File: src/sv/assert_macros.svh
// assertion macros for the rtl top level
// no dependencies; the checks compile away when SYNTH is defined
`ifndef ASSERT_MACROS_SVH
`define ASSERT_MACROS_SVH
`ifndef SYNTH
`define ASSERT_IMPLY(lbl, clk, rst, ante, cons) \
  lbl: assert property (@(posedge clk) disable iff (rst) (ante) |-> (cons)) \
    else $error("same-cycle check failed");
`define ASSERT_NEXT(lbl, clk, rst, ante, cons) \
  lbl: assert property (@(posedge clk) disable iff (rst) (ante) |=> (cons)) \
    else $error("next-cycle check failed");
`else
`define ASSERT_IMPLY(lbl, clk, rst, ante, cons)
`define ASSERT_NEXT(lbl, clk, rst, ante, cons)
`endif
`endif

File: src/sv/rht_pkg.sv
// shared constants and types of the region handle table
// no dependencies
package rht_pkg;

  parameter int TABLE_ENTRIES_DEF = 16;
  parameter int ADDR_BITS_DEF     = 32;
  parameter int HANDLE_BITS_DEF   = 16;

  localparam logic [2:0] CMD_GET     = 3'd0;
  localparam logic [2:0] CMD_CREATE  = 3'd1;
  localparam logic [2:0] CMD_DERIVE  = 3'd2;
  localparam logic [2:0] CMD_MERGE   = 3'd3;
  localparam logic [2:0] CMD_DESTROY = 3'd4;

  // strobes from the sequencer to the entry store
  typedef struct packed {
    logic rd;
    logic wr;
    logic clr;
  } st_ctl_t;

endpackage

File: src/sv/memory_region_handle_table.sv
// top level of the memory region handle table
// depends on rht_pkg, rht_alu, rht_store, rht_seq and assert_macros.svh
//
//   channel   handshake          payload
//   command   start / busy       cmd, handle_a, handle_b, base, length
//   result    done (one cycle)   status, handle_out, base_out, length_out
//
// a command reads the table one entry per cycle over the single memory read port
// after its start beat, then takes up to six steps on the adder before its done beat.
// busy stays high until the cycle that carries done; start is taken in that cycle.
// reset empties the table at once through the valid flops and sets the next handle to 1.
// done flags the result for one cycle only; the receiver must take it then.
`include "assert_macros.svh"
module memory_region_handle_table #(
  parameter int TABLE_ENTRIES = rht_pkg::TABLE_ENTRIES_DEF,
  parameter int ADDR_BITS     = rht_pkg::ADDR_BITS_DEF,
  parameter int HANDLE_BITS   = rht_pkg::HANDLE_BITS_DEF
) (
  input  logic        clk,
  input  logic        rst,
  input  logic        start,
  input  logic [2:0]  cmd,
  input  logic [15:0] handle_a,
  input  logic [15:0] handle_b,
  input  logic [31:0] base,
  input  logic [31:0] length,
  output logic        busy,
  output logic        done,
  output logic        status,
  output logic [15:0] handle_out,
  output logic [31:0] base_out,
  output logic [31:0] length_out
);

  localparam int IW = (TABLE_ENTRIES > 1) ? $clog2(TABLE_ENTRIES) : 1;
  localparam int HW = (HANDLE_BITS > 16) ? HANDLE_BITS : 16;
  localparam int AW = (ADDR_BITS > 32) ? ADDR_BITS : 32;

  logic [HW-1:0]          ha_w, hb_w, hout_w;
  logic [AW-1:0]          base_w, len_w, bout_w, lout_w;
  logic [HANDLE_BITS-1:0] ha, hb, h_res, wr_handle, q_handle;
  logic [ADDR_BITS-1:0]   base_c, len_c, nb_res, nl_res;
  logic [ADDR_BITS-1:0]   wr_base, wr_len, q_base, q_len;
  logic [ADDR_BITS-1:0]   alu_x, alu_y, alu_sum;
  logic                   alu_sub, alu_carry, q_valid;
  logic [IW-1:0]          rd_addr, wr_addr;
  rht_pkg::st_ctl_t       st_ctl;

  // fit port widths to the configured handle and address widths
  assign ha_w   = HW'(handle_a);
  assign hb_w   = HW'(handle_b);
  assign ha     = ha_w[HANDLE_BITS-1:0];
  assign hb     = hb_w[HANDLE_BITS-1:0];
  assign base_w = AW'(base);
  assign len_w  = AW'(length);
  assign base_c = base_w[ADDR_BITS-1:0];
  assign len_c  = len_w[ADDR_BITS-1:0];

  assign hout_w     = HW'(h_res);
  assign bout_w     = AW'(nb_res);
  assign lout_w     = AW'(nl_res);
  assign handle_out = hout_w[15:0];
  assign base_out   = bout_w[31:0];
  assign length_out = lout_w[31:0];

  rht_alu #(.W(ADDR_BITS)) u_alu (
    .x     (alu_x),
    .y     (alu_y),
    .sub   (alu_sub),
    .sum   (alu_sum),
    .carry (alu_carry)
  );

  rht_store #(
    .N  (TABLE_ENTRIES),
    .AB (ADDR_BITS),
    .HB (HANDLE_BITS),
    .IW (IW)
  ) u_store (
    .clk       (clk),
    .rst       (rst),
    .ctl       (st_ctl),
    .rd_addr   (rd_addr),
    .wr_addr   (wr_addr),
    .wr_handle (wr_handle),
    .wr_base   (wr_base),
    .wr_len    (wr_len),
    .q_valid   (q_valid),
    .q_handle  (q_handle),
    .q_base    (q_base),
    .q_len     (q_len)
  );

  rht_seq #(
    .N  (TABLE_ENTRIES),
    .AB (ADDR_BITS),
    .HB (HANDLE_BITS),
    .IW (IW)
  ) u_seq (
    .clk       (clk),
    .rst       (rst),
    .start     (start),
    .cmd       (cmd),
    .ha        (ha),
    .hb        (hb),
    .base      (base_c),
    .len       (len_c),
    .busy      (busy),
    .done      (done),
    .status    (status),
    .h_res     (h_res),
    .nb_res    (nb_res),
    .nl_res    (nl_res),
    .st_ctl    (st_ctl),
    .rd_addr   (rd_addr),
    .wr_addr   (wr_addr),
    .wr_handle (wr_handle),
    .wr_base   (wr_base),
    .wr_len    (wr_len),
    .q_valid   (q_valid),
    .q_handle  (q_handle),
    .q_base    (q_base),
    .q_len     (q_len),
    .alu_x     (alu_x),
    .alu_y     (alu_y),
    .alu_sub   (alu_sub),
    .alu_sum   (alu_sum),
    .alu_carry (alu_carry)
  );

  `ASSERT_IMPLY(a_done_idle, clk, rst, done, !busy)
  `ASSERT_NEXT(a_start_busy, clk, rst, start && !busy, busy && !done)
  `ASSERT_NEXT(a_done_pulse, clk, rst, done, !done)
  `ASSERT_IMPLY(a_fail_zero, clk, rst, done && status, {handle_out, base_out, length_out} == '0)

endmodule

File: src/sv/rht_alu.sv
// shared add/subtract unit with carry out
// no dependencies
module rht_alu #(
  parameter int W = 32
) (
  input  logic [W-1:0] x,
  input  logic [W-1:0] y,
  input  logic         sub,
  output logic [W-1:0] sum,
  output logic         carry
);

  logic [W-1:0] y_op;

  // on subtract, carry set means x >= y
  always_comb begin
    y_op = sub ? ~y : y;
    {carry, sum} = {1'b0, x} + {1'b0, y_op} + {{W{1'b0}}, sub};
  end

endmodule

File: src/sv/rht_store.sv
// entry store: handle, base and length memory plus valid bits
// depends on rht_pkg
module rht_store #(
  parameter int N  = rht_pkg::TABLE_ENTRIES_DEF,
  parameter int AB = rht_pkg::ADDR_BITS_DEF,
  parameter int HB = rht_pkg::HANDLE_BITS_DEF,
  parameter int IW = (N > 1) ? $clog2(N) : 1
) (
  input  logic             clk,
  input  logic             rst,
  input  rht_pkg::st_ctl_t ctl,
  input  logic [IW-1:0]    rd_addr,
  input  logic [IW-1:0]    wr_addr,
  input  logic [HB-1:0]    wr_handle,
  input  logic [AB-1:0]    wr_base,
  input  logic [AB-1:0]    wr_len,
  output logic             q_valid,
  output logic [HB-1:0]    q_handle,
  output logic [AB-1:0]    q_base,
  output logic [AB-1:0]    q_len
);

  localparam int DW = HB + 2 * AB;

  logic [DW-1:0] mem [N];
  logic [DW-1:0] q_data;
  logic [N-1:0]  valid;

  always_ff @(posedge clk) begin
    if (ctl.wr) begin
      mem[wr_addr] <= {wr_handle, wr_base, wr_len};
    end
    if (ctl.rd) begin
      q_data  <= mem[rd_addr];
      q_valid <= valid[rd_addr];
    end
  end

  always_ff @(posedge clk) begin
    if (rst) begin
      valid <= '0;
    end else if (ctl.wr) begin
      valid[wr_addr] <= 1'b1;
    end else if (ctl.clr) begin
      valid[wr_addr] <= 1'b0;
    end
  end

  assign q_handle = q_data[DW-1 -: HB];
  assign q_base   = q_data[2*AB-1 -: AB];
  assign q_len    = q_data[AB-1:0];

endmodule

File: src/sv/rht_seq.sv
// command sequencer: entry scan, arithmetic steps on the shared unit, insert
// depends on rht_pkg; drives rht_store and rht_alu
module rht_seq #(
  parameter int N  = rht_pkg::TABLE_ENTRIES_DEF,
  parameter int AB = rht_pkg::ADDR_BITS_DEF,
  parameter int HB = rht_pkg::HANDLE_BITS_DEF,
  parameter int IW = (N > 1) ? $clog2(N) : 1
) (
  input  logic             clk,
  input  logic             rst,
  input  logic             start,
  input  logic [2:0]       cmd,
  input  logic [HB-1:0]    ha,
  input  logic [HB-1:0]    hb,
  input  logic [AB-1:0]    base,
  input  logic [AB-1:0]    len,
  output logic             busy,
  output logic             done,
  output logic             status,
  output logic [HB-1:0]    h_res,
  output logic [AB-1:0]    nb_res,
  output logic [AB-1:0]    nl_res,
  output rht_pkg::st_ctl_t st_ctl,
  output logic [IW-1:0]    rd_addr,
  output logic [IW-1:0]    wr_addr,
  output logic [HB-1:0]    wr_handle,
  output logic [AB-1:0]    wr_base,
  output logic [AB-1:0]    wr_len,
  input  logic             q_valid,
  input  logic [HB-1:0]    q_handle,
  input  logic [AB-1:0]    q_base,
  input  logic [AB-1:0]    q_len,
  output logic [AB-1:0]    alu_x,
  output logic [AB-1:0]    alu_y,
  output logic             alu_sub,
  input  logic [AB-1:0]    alu_sum,
  input  logic             alu_carry
);

  localparam int CW = $clog2(N + 1);
  localparam logic [CW-1:0] N_C = CW'(N);

  typedef enum logic [4:0] {
    S_IDLE = 5'b00001,
    S_SCAN = 5'b00010,
    S_CALC = 5'b00100,
    S_INS  = 5'b01000,
    S_FIN  = 5'b10000
  } state_t;

  state_t        state;
  logic [2:0]    step;
  logic [CW-1:0] cnt;
  logic          pv;
  logic [IW-1:0] pidx;
  logic [2:0]    cmd_r;
  logic [HB-1:0] ha_r, hb_r;
  logic [AB-1:0] base_r, len_r;
  logic          found_a, found_b, free_found;
  logic [IW-1:0] a_idx, free_idx;
  logic [AB-1:0] a_base, a_len, b_base, b_len;
  logic [AB-1:0] t0, t1;
  logic          swap;
  logic          res_ok;
  logic [AB-1:0] nb, nl;
  logic [HB-1:0] h_r;
  logic [HB-1:0] next_handle;
  logic [AB-1:0] lo_base, hi_base, lo_end, hi_end;
  logic          can_ins;

  assign busy = (state != S_IDLE);

  assign lo_base = swap ? b_base : a_base;
  assign hi_base = swap ? a_base : b_base;
  assign lo_end  = swap ? t1 : t0;
  assign hi_end  = swap ? t0 : t1;

  assign can_ins = (next_handle != '0) && free_found;

  assign st_ctl.rd  = (state == S_SCAN) && (cnt < N_C);
  assign st_ctl.wr  = (state == S_INS) && can_ins;
  assign st_ctl.clr = (state == S_CALC) && (cmd_r == rht_pkg::CMD_DESTROY) && found_a;

  assign rd_addr   = cnt[IW-1:0];
  assign wr_addr   = (cmd_r == rht_pkg::CMD_DESTROY) ? a_idx : free_idx;
  assign wr_handle = next_handle;
  assign wr_base   = nb;
  assign wr_len    = nl;

  // operand select for the shared unit, by command and step
  always_comb begin
    alu_x   = '0;
    alu_y   = '0;
    alu_sub = 1'b0;
    case (cmd_r)
      rht_pkg::CMD_CREATE: begin
        alu_x = base_r;
        alu_y = len_r;
      end
      rht_pkg::CMD_DERIVE: begin
        case (step)
          3'd0: begin alu_x = base_r; alu_y = len_r; end
          3'd1: begin alu_x = a_base; alu_y = a_len; end
          3'd2: begin alu_x = base_r; alu_y = a_base; alu_sub = 1'b1; end
          3'd3: begin alu_x = t1; alu_y = t0; alu_sub = 1'b1; end
          default: ;
        endcase
      end
      rht_pkg::CMD_MERGE: begin
        case (step)
          3'd0: begin alu_x = a_base; alu_y = a_len; end
          3'd1: begin alu_x = b_base; alu_y = b_len; end
          3'd2: begin
            alu_sub = 1'b1;
            if (a_len == '0 && b_len == '0) begin
              alu_x = a_base;
              alu_y = b_base;
            end else begin
              alu_x = b_base;
              alu_y = a_base;
            end
          end
          3'd3: begin alu_x = lo_end; alu_y = hi_base; alu_sub = 1'b1; end
          3'd4: begin alu_x = lo_end; alu_y = hi_end; alu_sub = 1'b1; end
          3'd5: begin alu_x = t0; alu_y = lo_base; alu_sub = 1'b1; end
          default: ;
        endcase
      end
      default: ;
    endcase
  end

  always_ff @(posedge clk) begin
    if (rst) begin
      state       <= S_IDLE;
      done        <= 1'b0;
      pv          <= 1'b0;
      next_handle <= HB'(1);
    end else begin
      done <= 1'b0;
      case (state)
        S_IDLE: begin
          if (start) begin
            cmd_r      <= cmd;
            ha_r       <= ha;
            hb_r       <= hb;
            base_r     <= base;
            len_r      <= len;
            cnt        <= '0;
            pv         <= 1'b0;
            step       <= 3'd0;
            found_a    <= 1'b0;
            found_b    <= 1'b0;
            free_found <= 1'b0;
            res_ok     <= 1'b0;
            state      <= S_SCAN;
          end
        end
        S_SCAN: begin
          // read data of entry pidx arrives in the cycle after its address
          pv   <= (cnt < N_C);
          pidx <= cnt[IW-1:0];
          if (cnt < N_C) begin
            cnt <= cnt + CW'(1);
          end
          if (pv) begin
            if (q_valid && ha_r != '0 && q_handle == ha_r) begin
              found_a <= 1'b1;
              a_idx   <= pidx;
              a_base  <= q_base;
              a_len   <= q_len;
            end
            if (q_valid && hb_r != '0 && q_handle == hb_r) begin
              found_b <= 1'b1;
              b_base  <= q_base;
              b_len   <= q_len;
            end
            if (!q_valid && !free_found) begin
              free_found <= 1'b1;
              free_idx   <= pidx;
            end
          end
          if (cnt == N_C && !pv) begin
            state <= S_CALC;
          end
        end
        S_CALC: begin
          step <= step + 3'd1;
          case (cmd_r)
            rht_pkg::CMD_GET: begin
              res_ok <= found_a;
              nb     <= a_base;
              nl     <= a_len;
              h_r    <= ha_r;
              state  <= S_FIN;
            end
            rht_pkg::CMD_DESTROY: begin
              res_ok <= found_a;
              nb     <= '0;
              nl     <= '0;
              h_r    <= '0;
              state  <= S_FIN;
            end
            rht_pkg::CMD_CREATE: begin
              if (alu_carry) begin
                state <= S_FIN;
              end else begin
                nb    <= base_r;
                nl    <= len_r;
                state <= S_INS;
              end
            end
            rht_pkg::CMD_DERIVE: begin
              case (step)
                3'd0: begin
                  if (!found_a || alu_carry) state <= S_FIN;
                  else t0 <= alu_sum;
                end
                3'd1: begin
                  if (alu_carry) state <= S_FIN;
                  else t1 <= alu_sum;
                end
                3'd2: begin
                  if (!alu_carry) state <= S_FIN;
                end
                3'd3: begin
                  if (!alu_carry) begin
                    state <= S_FIN;
                  end else begin
                    nb    <= base_r;
                    nl    <= len_r;
                    state <= S_INS;
                  end
                end
                default: state <= S_FIN;
              endcase
            end
            rht_pkg::CMD_MERGE: begin
              case (step)
                3'd0: begin
                  if (!found_a || !found_b || alu_carry) state <= S_FIN;
                  else t0 <= alu_sum;
                end
                3'd1: begin
                  if (alu_carry) state <= S_FIN;
                  else t1 <= alu_sum;
                end
                3'd2: begin
                  if (a_len == '0 && b_len == '0) begin
                    nb    <= alu_carry ? b_base : a_base;
                    nl    <= '0;
                    state <= S_INS;
                  end else if (a_len == '0) begin
                    nb    <= b_base;
                    nl    <= b_len;
                    state <= S_INS;
                  end else if (b_len == '0) begin
                    nb    <= a_base;
                    nl    <= a_len;
                    state <= S_INS;
                  end else begin
                    // b below a: b becomes the lower region
                    swap <= !alu_carry;
                  end
                end
                3'd3: begin
                  if (!alu_carry) state <= S_FIN;
                end
                3'd4: begin
                  t0 <= alu_carry ? lo_end : hi_end;
                end
                3'd5: begin
                  nb    <= lo_base;
                  nl    <= alu_sum;
                  state <= S_INS;
                end
                default: state <= S_FIN;
              endcase
            end
            default: state <= S_FIN;
          endcase
        end
        S_INS: begin
          if (can_ins) begin
            res_ok      <= 1'b1;
            h_r         <= next_handle;
            next_handle <= next_handle + HB'(1);
          end else begin
            res_ok <= 1'b0;
          end
          state <= S_FIN;
        end
        S_FIN: begin
          done   <= 1'b1;
          status <= !res_ok;
          h_res  <= res_ok ? h_r : '0;
          nb_res <= res_ok ? nb : '0;
          nl_res <= res_ok ? nl : '0;
          state  <= S_IDLE;
        end
        default: state <= S_IDLE;
      endcase
    end
  end

endmodule

File: config.mk
export PLATFORM = sky130hd
export DESIGN_NAME = memory_region_handle_table
export DESIGN_NICKNAME = d
export VERILOG_FILES = /design/src/sv/rht_pkg.sv /design/src/sv/memory_region_handle_table.sv /design/src/sv/rht_alu.sv /design/src/sv/rht_store.sv /design/src/sv/rht_seq.sv
export VERILOG_INCLUDE_DIRS = /design/src /design/src/sv
export SDC_FILE = /design/constraint.sdc
export NUM_CORES = 2
export LEC_CHECK = 0
export BUFFER_PORTS_ARGS = -buffer_cell sky130_fd_sc_hd__buf_2
export CELL_PAD_IN_SITES_DETAIL_PLACEMENT = 1
export CELL_PAD_IN_SITES_GLOBAL_PLACEMENT = 2
export CORE_UTILIZATION = 40
export DETAILED_ROUTE_END_ITERATION = 8
export HOLD_SLACK_MARGIN = 0.08
export PLACE_DENSITY = 0.69
export SETUP_SLACK_MARGIN = 0.05
export SYNTH_ARGS = -nofsm -noshare
export SYNTH_HDL_FRONTEND = slang
export SYNTH_SLANG_ARGS = --single-unit
File: constraint.sdc
create_clock -name clk -period 9.55 [get_ports clk]
set_input_delay 0.955 -clock clk [delete_from_list [all_inputs] [get_ports clk]]
set_output_delay 0.955 -clock clk [all_outputs]
set_load 0.02 [all_outputs]
-- Word-level counts from Yosys, hierarchy flattened
Memory sizes are Yosys's and may differ from the RTL's. A register that Yosys moved wholly into a read port is not among the register bits.
Index checks and enable logic that the tools add are counted.
- flip-flop bits (word level): 517
- bits in writable memories: 1280
- memories kept: 1
- output and inout port bits: 83
- input bits: 102
- memories (name ; depth ; bits a word ; read ports ; clocked after memory_dff ; wr ports ; line ; source):
    u_store.mem ; 16 ; 80 ; 1 ; 1 ; 1 ; rht_store.sv:25 ; logic [DW-1:0] mem [N];
- reduce and logical (&&, ||, !) cells: 63
- mux-type cells: 86
- bitwise gates (word level): 9
- equality and inequality tests: 41
- magnitude comparators: 4
- add/sub/neg operators: 5
- operators by type and width (cell ; count):
    $mux 32 ; 24
    $pmux 32 s5 ; 3
    $pmux 32 s3 ; 3
    $pmux 32 s2 ; 4
    $pmux 32 s6 ; 1
    $pmux 32 s4 ; 1
    $mux 5 ; 13
    $logic_not 32->1 ; 2
    $pmux 16 s2 ; 2
    $mux 16 ; 3
    $reduce_bool 16->1 ; 3
    $pmux 5 s4 ; 2
    $add 32x32->33 ; 1
    $add 33x1->33 ; 1
    $eq 16x16->1 ; 2
    $not 32->32 ; 1
    $pmux 5 s6 ; 1
    $reduce_and 4->1 ; 6
    $reduce_and 5->1 ; 4
    $ne 2x2->1 const B ; 9
    $add 16x1->16 const B ; 1
    $and 16x16->16 ; 1
    $mux 1 ; 16
    $not 16->16 ; 1
    other kinds (44) ; 103

-- Depth between registers and ports, before layout
- word-level depth: 14
- gate-level depth with buffers: 26

-- Cells and area by module
A second synthesis with hierarchy kept.
- cells, all modules: 4514
- area total of the unflattened synthesis: 78557.8 µm²
- modules (own cells, without submodules) (module ; sequential area each (µm²) ; area each (µm²) ; instances ; cells an instance):
    rht_store ; 41189.5 ; 51005.2 ; 1 ; 2138
    rht_seq ; 14784.2 ; 25502.0 ; 1 ; 2096
    rht_alu ; 0.0 ; 2050.7 ; 1 ; 280

-- Least setup slack after synthesis
No wires, ideal clock.
- path kind: in2reg
- start: input rst
- end: register u_seq.h_res[0], enable pin
- path slack: -0.861 ns
- library setup time: 0.748 ns
- cell stages on the path: 3
- arrival: 9.662 ns
- cell sequence: clkbuf_1 -> clkbuf_1 -> nor4b_1
- word-level cells in the longest chain between the ends: 2
- ends and longest elaborated chain (what ; line ; source):
    start, declared ; memory_region_handle_table.sv:20 ; input logic rst,
    $not 1->1 (no line) ; -- ;
    $reduce_and 2->1 (no line) ; -- ;
    end signal, assigned ; rht_seq.sv:296 ; h_res <= res_ok ? h_r : '0;
    end, declared ; rht_seq.sv:20 ; output logic [HB-1:0] h_res,
No other way between the ends.
A chain may end at the register's enable or synchronous reset.

-- Worst setup path after layout
- start: register u_seq.a_len[17]
- end: register u_seq.nb[4], in the netlist u_seq.wr_base[4] (data pin)
- word-level cells in the longest chain between the ends: 13
- elaborated cells on any way between the ends: 18
- ends and longest elaborated chain (what ; line ; source):
    start, declared ; rht_seq.sv:61 ; logic [AB-1:0] a_base, a_len, b_base, b_len;
    start signal, assigned ; rht_seq.sv:171 ; a_len <= q_len;
    $logic_not 32->1 ; rht_seq.sv:115, rht_seq.sv:249, rht_seq.sv:253 ;
    $logic_and 1x1->1 ; rht_seq.sv:115, rht_seq.sv:249 ;
    $mux 32 ; rht_seq.sv:115 ; if (a_len == '0 && b_len == '0) begin
    $pmux 32 s6 ; rht_seq.sv:110 ; case (step)
    $pmux 32 s3 ; rht_seq.sv:95 ; case (cmd_r)
    $not 32->32 ; rht_alu.sv:17 ; y_op = sub ? ~y : y;
    $mux 32 ; rht_alu.sv:17 ;
    $add 32x32->33 ; rht_alu.sv:18 ; {carry, sum} = {1'b0, x} + {1'b0, y_op} + {{W{1'b0}}, sub};
    $add 33x1->33 ; rht_alu.sv:18 ;
    $mux 32 ; rht_seq.sv:250 ; nb <= alu_carry ? b_base : a_base;
    $mux 32 * ; rht_seq.sv:249 ; if (a_len == '0 && b_len == '0) begin
    $pmux 32 s2 * ; rht_seq.sv:239 ; case (step)
    $pmux 32 s5 * ; rht_seq.sv:189 ; case (cmd_r)
    end signal, assigned ; rht_seq.sv:192 ; nb <= a_base;
    end signal, assigned ; rht_seq.sv:250 ;
    end signal, assigned ; rht_seq.sv:254 ; nb <= b_base;
    end, declared ; rht_seq.sv:65 ; logic [AB-1:0] nb, nl;
Mark *: on every way between the ends. The rest lies on a longest branch, timed or not.

==> flow_metrics.tcl <==
set metrics [dict create \
    final_antenna_net_count 0 \
    crit_path_start_kind "flop" \
    slowest_stage "nand2_1" \
    postSynthAreaPerCell_sq_um 18.59 \
    via_per_inst 6.065 \
    final_core_util_pct 45.92 \
    grt_pass1_vias 44088 \
    worstSetupStartpoint "u_seq.a_len[17]" \
    period_share_pct 85.45 \
    final_cell_area_sq_um 87710 \
    syn_inst 4151 \
    placedCellCount 6691 \
    worst_pin_slew_ps 1187 \
    routed_wl_um 236100 \
    cts_tree "built" \
    fin_crit_ps 8160 \
    peakVddDrop_mv 0.1683 \
    cp_max_fo 32 \
    netlist_area_sq_um 77180 \
    worst_clock_skew_ps 38.52 \
    initial_utilization_pct 40.41 \
    cts.sinks 1877 \
    grt_max_degree 148 \
    regToRegStartpoint "u_seq.a_len[17]" \
    place_congestion 0.9554 \
    setup_tns_ps 0 \
    synth.area.top_cells "edfxtp_1 (72%), mux4_2 (12%), a221oi_1 (1.1%)" \
    die-area_sq_um 194700 \
    drt-initial-drc-count 5462 \
    grt-ovfl-total 0 \
    synth_nets 4296 \
    drv_cap 0 \
    die_h_um 441.3 \
    synth.most_common_cell "edfxtp_1" \
    grt_pass1_wl_um 334500 \
    crit_path_cell_trace "nor4_1, nand4_1, nor4_4, nand2_1, nand2_1, a221oi_1, o221ai_1, xnor2_1, fa_1, nor2b_1, o21ai_0, a21boi_0, o31ai_1, a21boi_0, o31a_1, a21o_1, inv_2, nand2_1, nand3_1, a31o_2, a221o_1" \
    antenna_found_initial 5 \
    cp-end-kind "flop" \
    setup_viol 0 \
    max_freq_mhz 122.5 \
    cp_slowest_stage_delay_ps 830 \
    dp_hpwl_um 144900 \
    path_clk_slew_ps 60 \
    core_area_sq_um 191000 \
    hp-start "handle_b[1]" \
    power_density_nw_per_um2 200.7 \
    io_pins 185 \
    slew-limit-headroom_pct 20.67 \
    dpl_cell_area_sq_um 81340 \
    synth_warnings 0 \
    synth_common_cells "edfxtp_1 (1,838), mux4_2 (405), clkbuf_1 (201)" \
    path_class "reg -> reg" \
    htree_levels 4 \
    route.detailed.drc 0 \
    ys.flop_type "edfxtp_1" \
    ctsResizeCount 0 \
    die_x_um 441.3 \
    cts_buffers 195 \
    required_ps 10150 \
    status "finished, final reports clean" \
    power_leakage_nw 28.15 \
    std_cell_rows 160 \
    avgRoutedWirePerCell_um 33.46 \
    synth_top_cell_by_area "edfxtp_1" \
    first_pass_iters 9 \
    rsz0062_at_grt "no" \
    via_count 42780 \
    arrival_ps 8760 \
    hold_path_class "in -> reg" \
    cts_root_buffer "clkbuf_16" \
    synth_top_cell_area_share_pct 71.51 \
    drive_gt1_share_pct 24.17 \
    crit_path_frequent_cell "nand2_1" \
    hold_violations 0 \
    synth_edf_count 1838 \
    cts_setup_buffers 0 \
    yosysSeqAreaShare_pct 72.53 \
    cts_buffer_depth 3 \
    track_usage_pct 24.23 \
    stdcell_count 7054 \
    clock_latency_ps 860 \
    async_flop_share_pct 0 \
    nets 4522 \
    synthToLayoutAreaGrowth_pct 13.64 \
    hold_buffers 0 \
    portBuffers 184 \
    drv_slew 0 \
    ys_ff_latch 1877 \
    synthDistinctLibCells 74 \
]
==> kinds of logic (layout without fill, tap and decap cells) <==
group           after synthesis  in the layout  synth area share (%)
compound gates              686            686                 6.803
xor+xnor                    106            106                 1.213
flops                      1877           1877                 72.53
fa+ha+maj                    43             43                0.7068
mux                         506            506                 13.24
buf+inv                     295            686                 1.453
simple gates                638            638                 4.061
other cells                   0              1                     0
==> cell usage in the layout (no fill, tap or decap), types with 22 or more instances in the layout <==
| cell | n |
|---|---|
| o21a_1 | 28 |
| clkinv_1 | 51 |
| buf_2 | 184 |
| ha_1 | 39 |
| nand4_1 | 22 |
| nor4_1 | 33 |
| inv_1 | 29 |
| buf_4 | 95 |
| mux2_2 | 68 |
| mux2i_1 | 33 |
| nor3_1 | 24 |
| nand3_1 | 41 |
| clkbuf_16 | 197 |
| a222oi_1 | 66 |
| clkbuf_1 | 38 |
| a221o_1 | 66 |
| xnor2_1 | 73 |
| o221ai_1 | 36 |
| a22o_1 | 34 |
| nor2_1 | 132 |
| nand2_1 | 181 |
| mux4_2 | 405 |
| a21o_1 | 29 |
| a21oi_1 | 125 |
| clkinv_2 | 28 |
| o21ai_0 | 82 |
| xor2_1 | 31 |
| a221oi_1 | 93 |
| and2_1 | 119 |
| dfxtp_1 | 39 |
| edfxtp_1 | 1838 |
==> report_power, final <==
group	internal [W]	switching (W)
combinational	0.000362	0.000555
sequential	0.00900	0.0000523
clock	0.00434	0.00329
==> worst paths after layout <==
| path | depth (start not counted) | slack (ps) | endpoint |
|---|---|---|---|
| worst max-delay path | 21 | 1390 | u_seq.wr_base[4] |
| worst max register to register | 21 | 1390 | u_seq.wr_base[4] |
| worst min-delay path | 1 | 280 | u_seq.hb_r[1] |
| worst min register to register | 0 | 440 | u_seq.a_len[10] |
==> registers in the layout, indices dropped and copies added, names as in the netlist, 4 cells and up, named ones only <==
name,count
u_seq.free_idx,4
u_seq.nl_res,32
u_seq.b_len,32
u_seq.wr_handle,16
u_seq.nb_res,32
u_seq.state,5
u_seq.ha_r,16
u_seq.pidx,4
u_seq.wr_base,32
u_seq.hb_r,16
u_store.q_data,80
u_seq.t0,32
u_store.mem,1280
u_seq.cnt,5
u_seq.len_r,32
u_seq.b_base,32
u_seq.wr_len,32
u_seq.t1,32
u_seq.base_r,32
u_seq.a_base,32
u_seq.h_r,16
u_seq.a_len,32
u_seq.h_res,16
u_seq.a_idx,4
==> per-layer routing <==
layer / vias to the layer above / part of all wire (%) / routed length [um] / global-route usage [%]
li1: 17773 / - / - / -
met1: 22991 / 43 / 101700 / 34.41
met2: 1670 / 47 / 111700 / 38.46
met3: 346 / 6.2 / 14570 / 3.372
met4: 0 / 3.4 / 8092 / 8.271
met5: - / 0 / 0 / 0
==> worst max-delay path, delay by kind of cell (launching register included) <==
family,cells,cell delay (ps)
compound gates,10,3570
simple gates,8,3020
fa+ha+maj,1,440
flops,1,480
buf+inv,1,190
xor+xnor,1,130
==> metrics by stage <==
stage / hold WS [ps] / setup slack, ps / power [W]
floorplan: 421.5 / 1313 / 0.009787
global placement: 425.5 / 1665 / 0.01014
detailed placement: 431.7 / 1475 / 0.01014
CTS: 204.4 / 1433 / 0.01774
global route: 246.6 / 1083 / 0.01806
finish: 276.0 / 1390 / 0.01760
==> layout make-up <==
type	count	area, sq um
flip-flops and latches	1877	55970
diodes	1	2.502
well taps	2511	3142
clock buffers	239	5127
inverters	40	165.2
multi-input cells	1979	20320
fillers	17889	103300
repair buffers	284	1734
clock inverters	123	1236
Power figures use the tool's default switching activity.
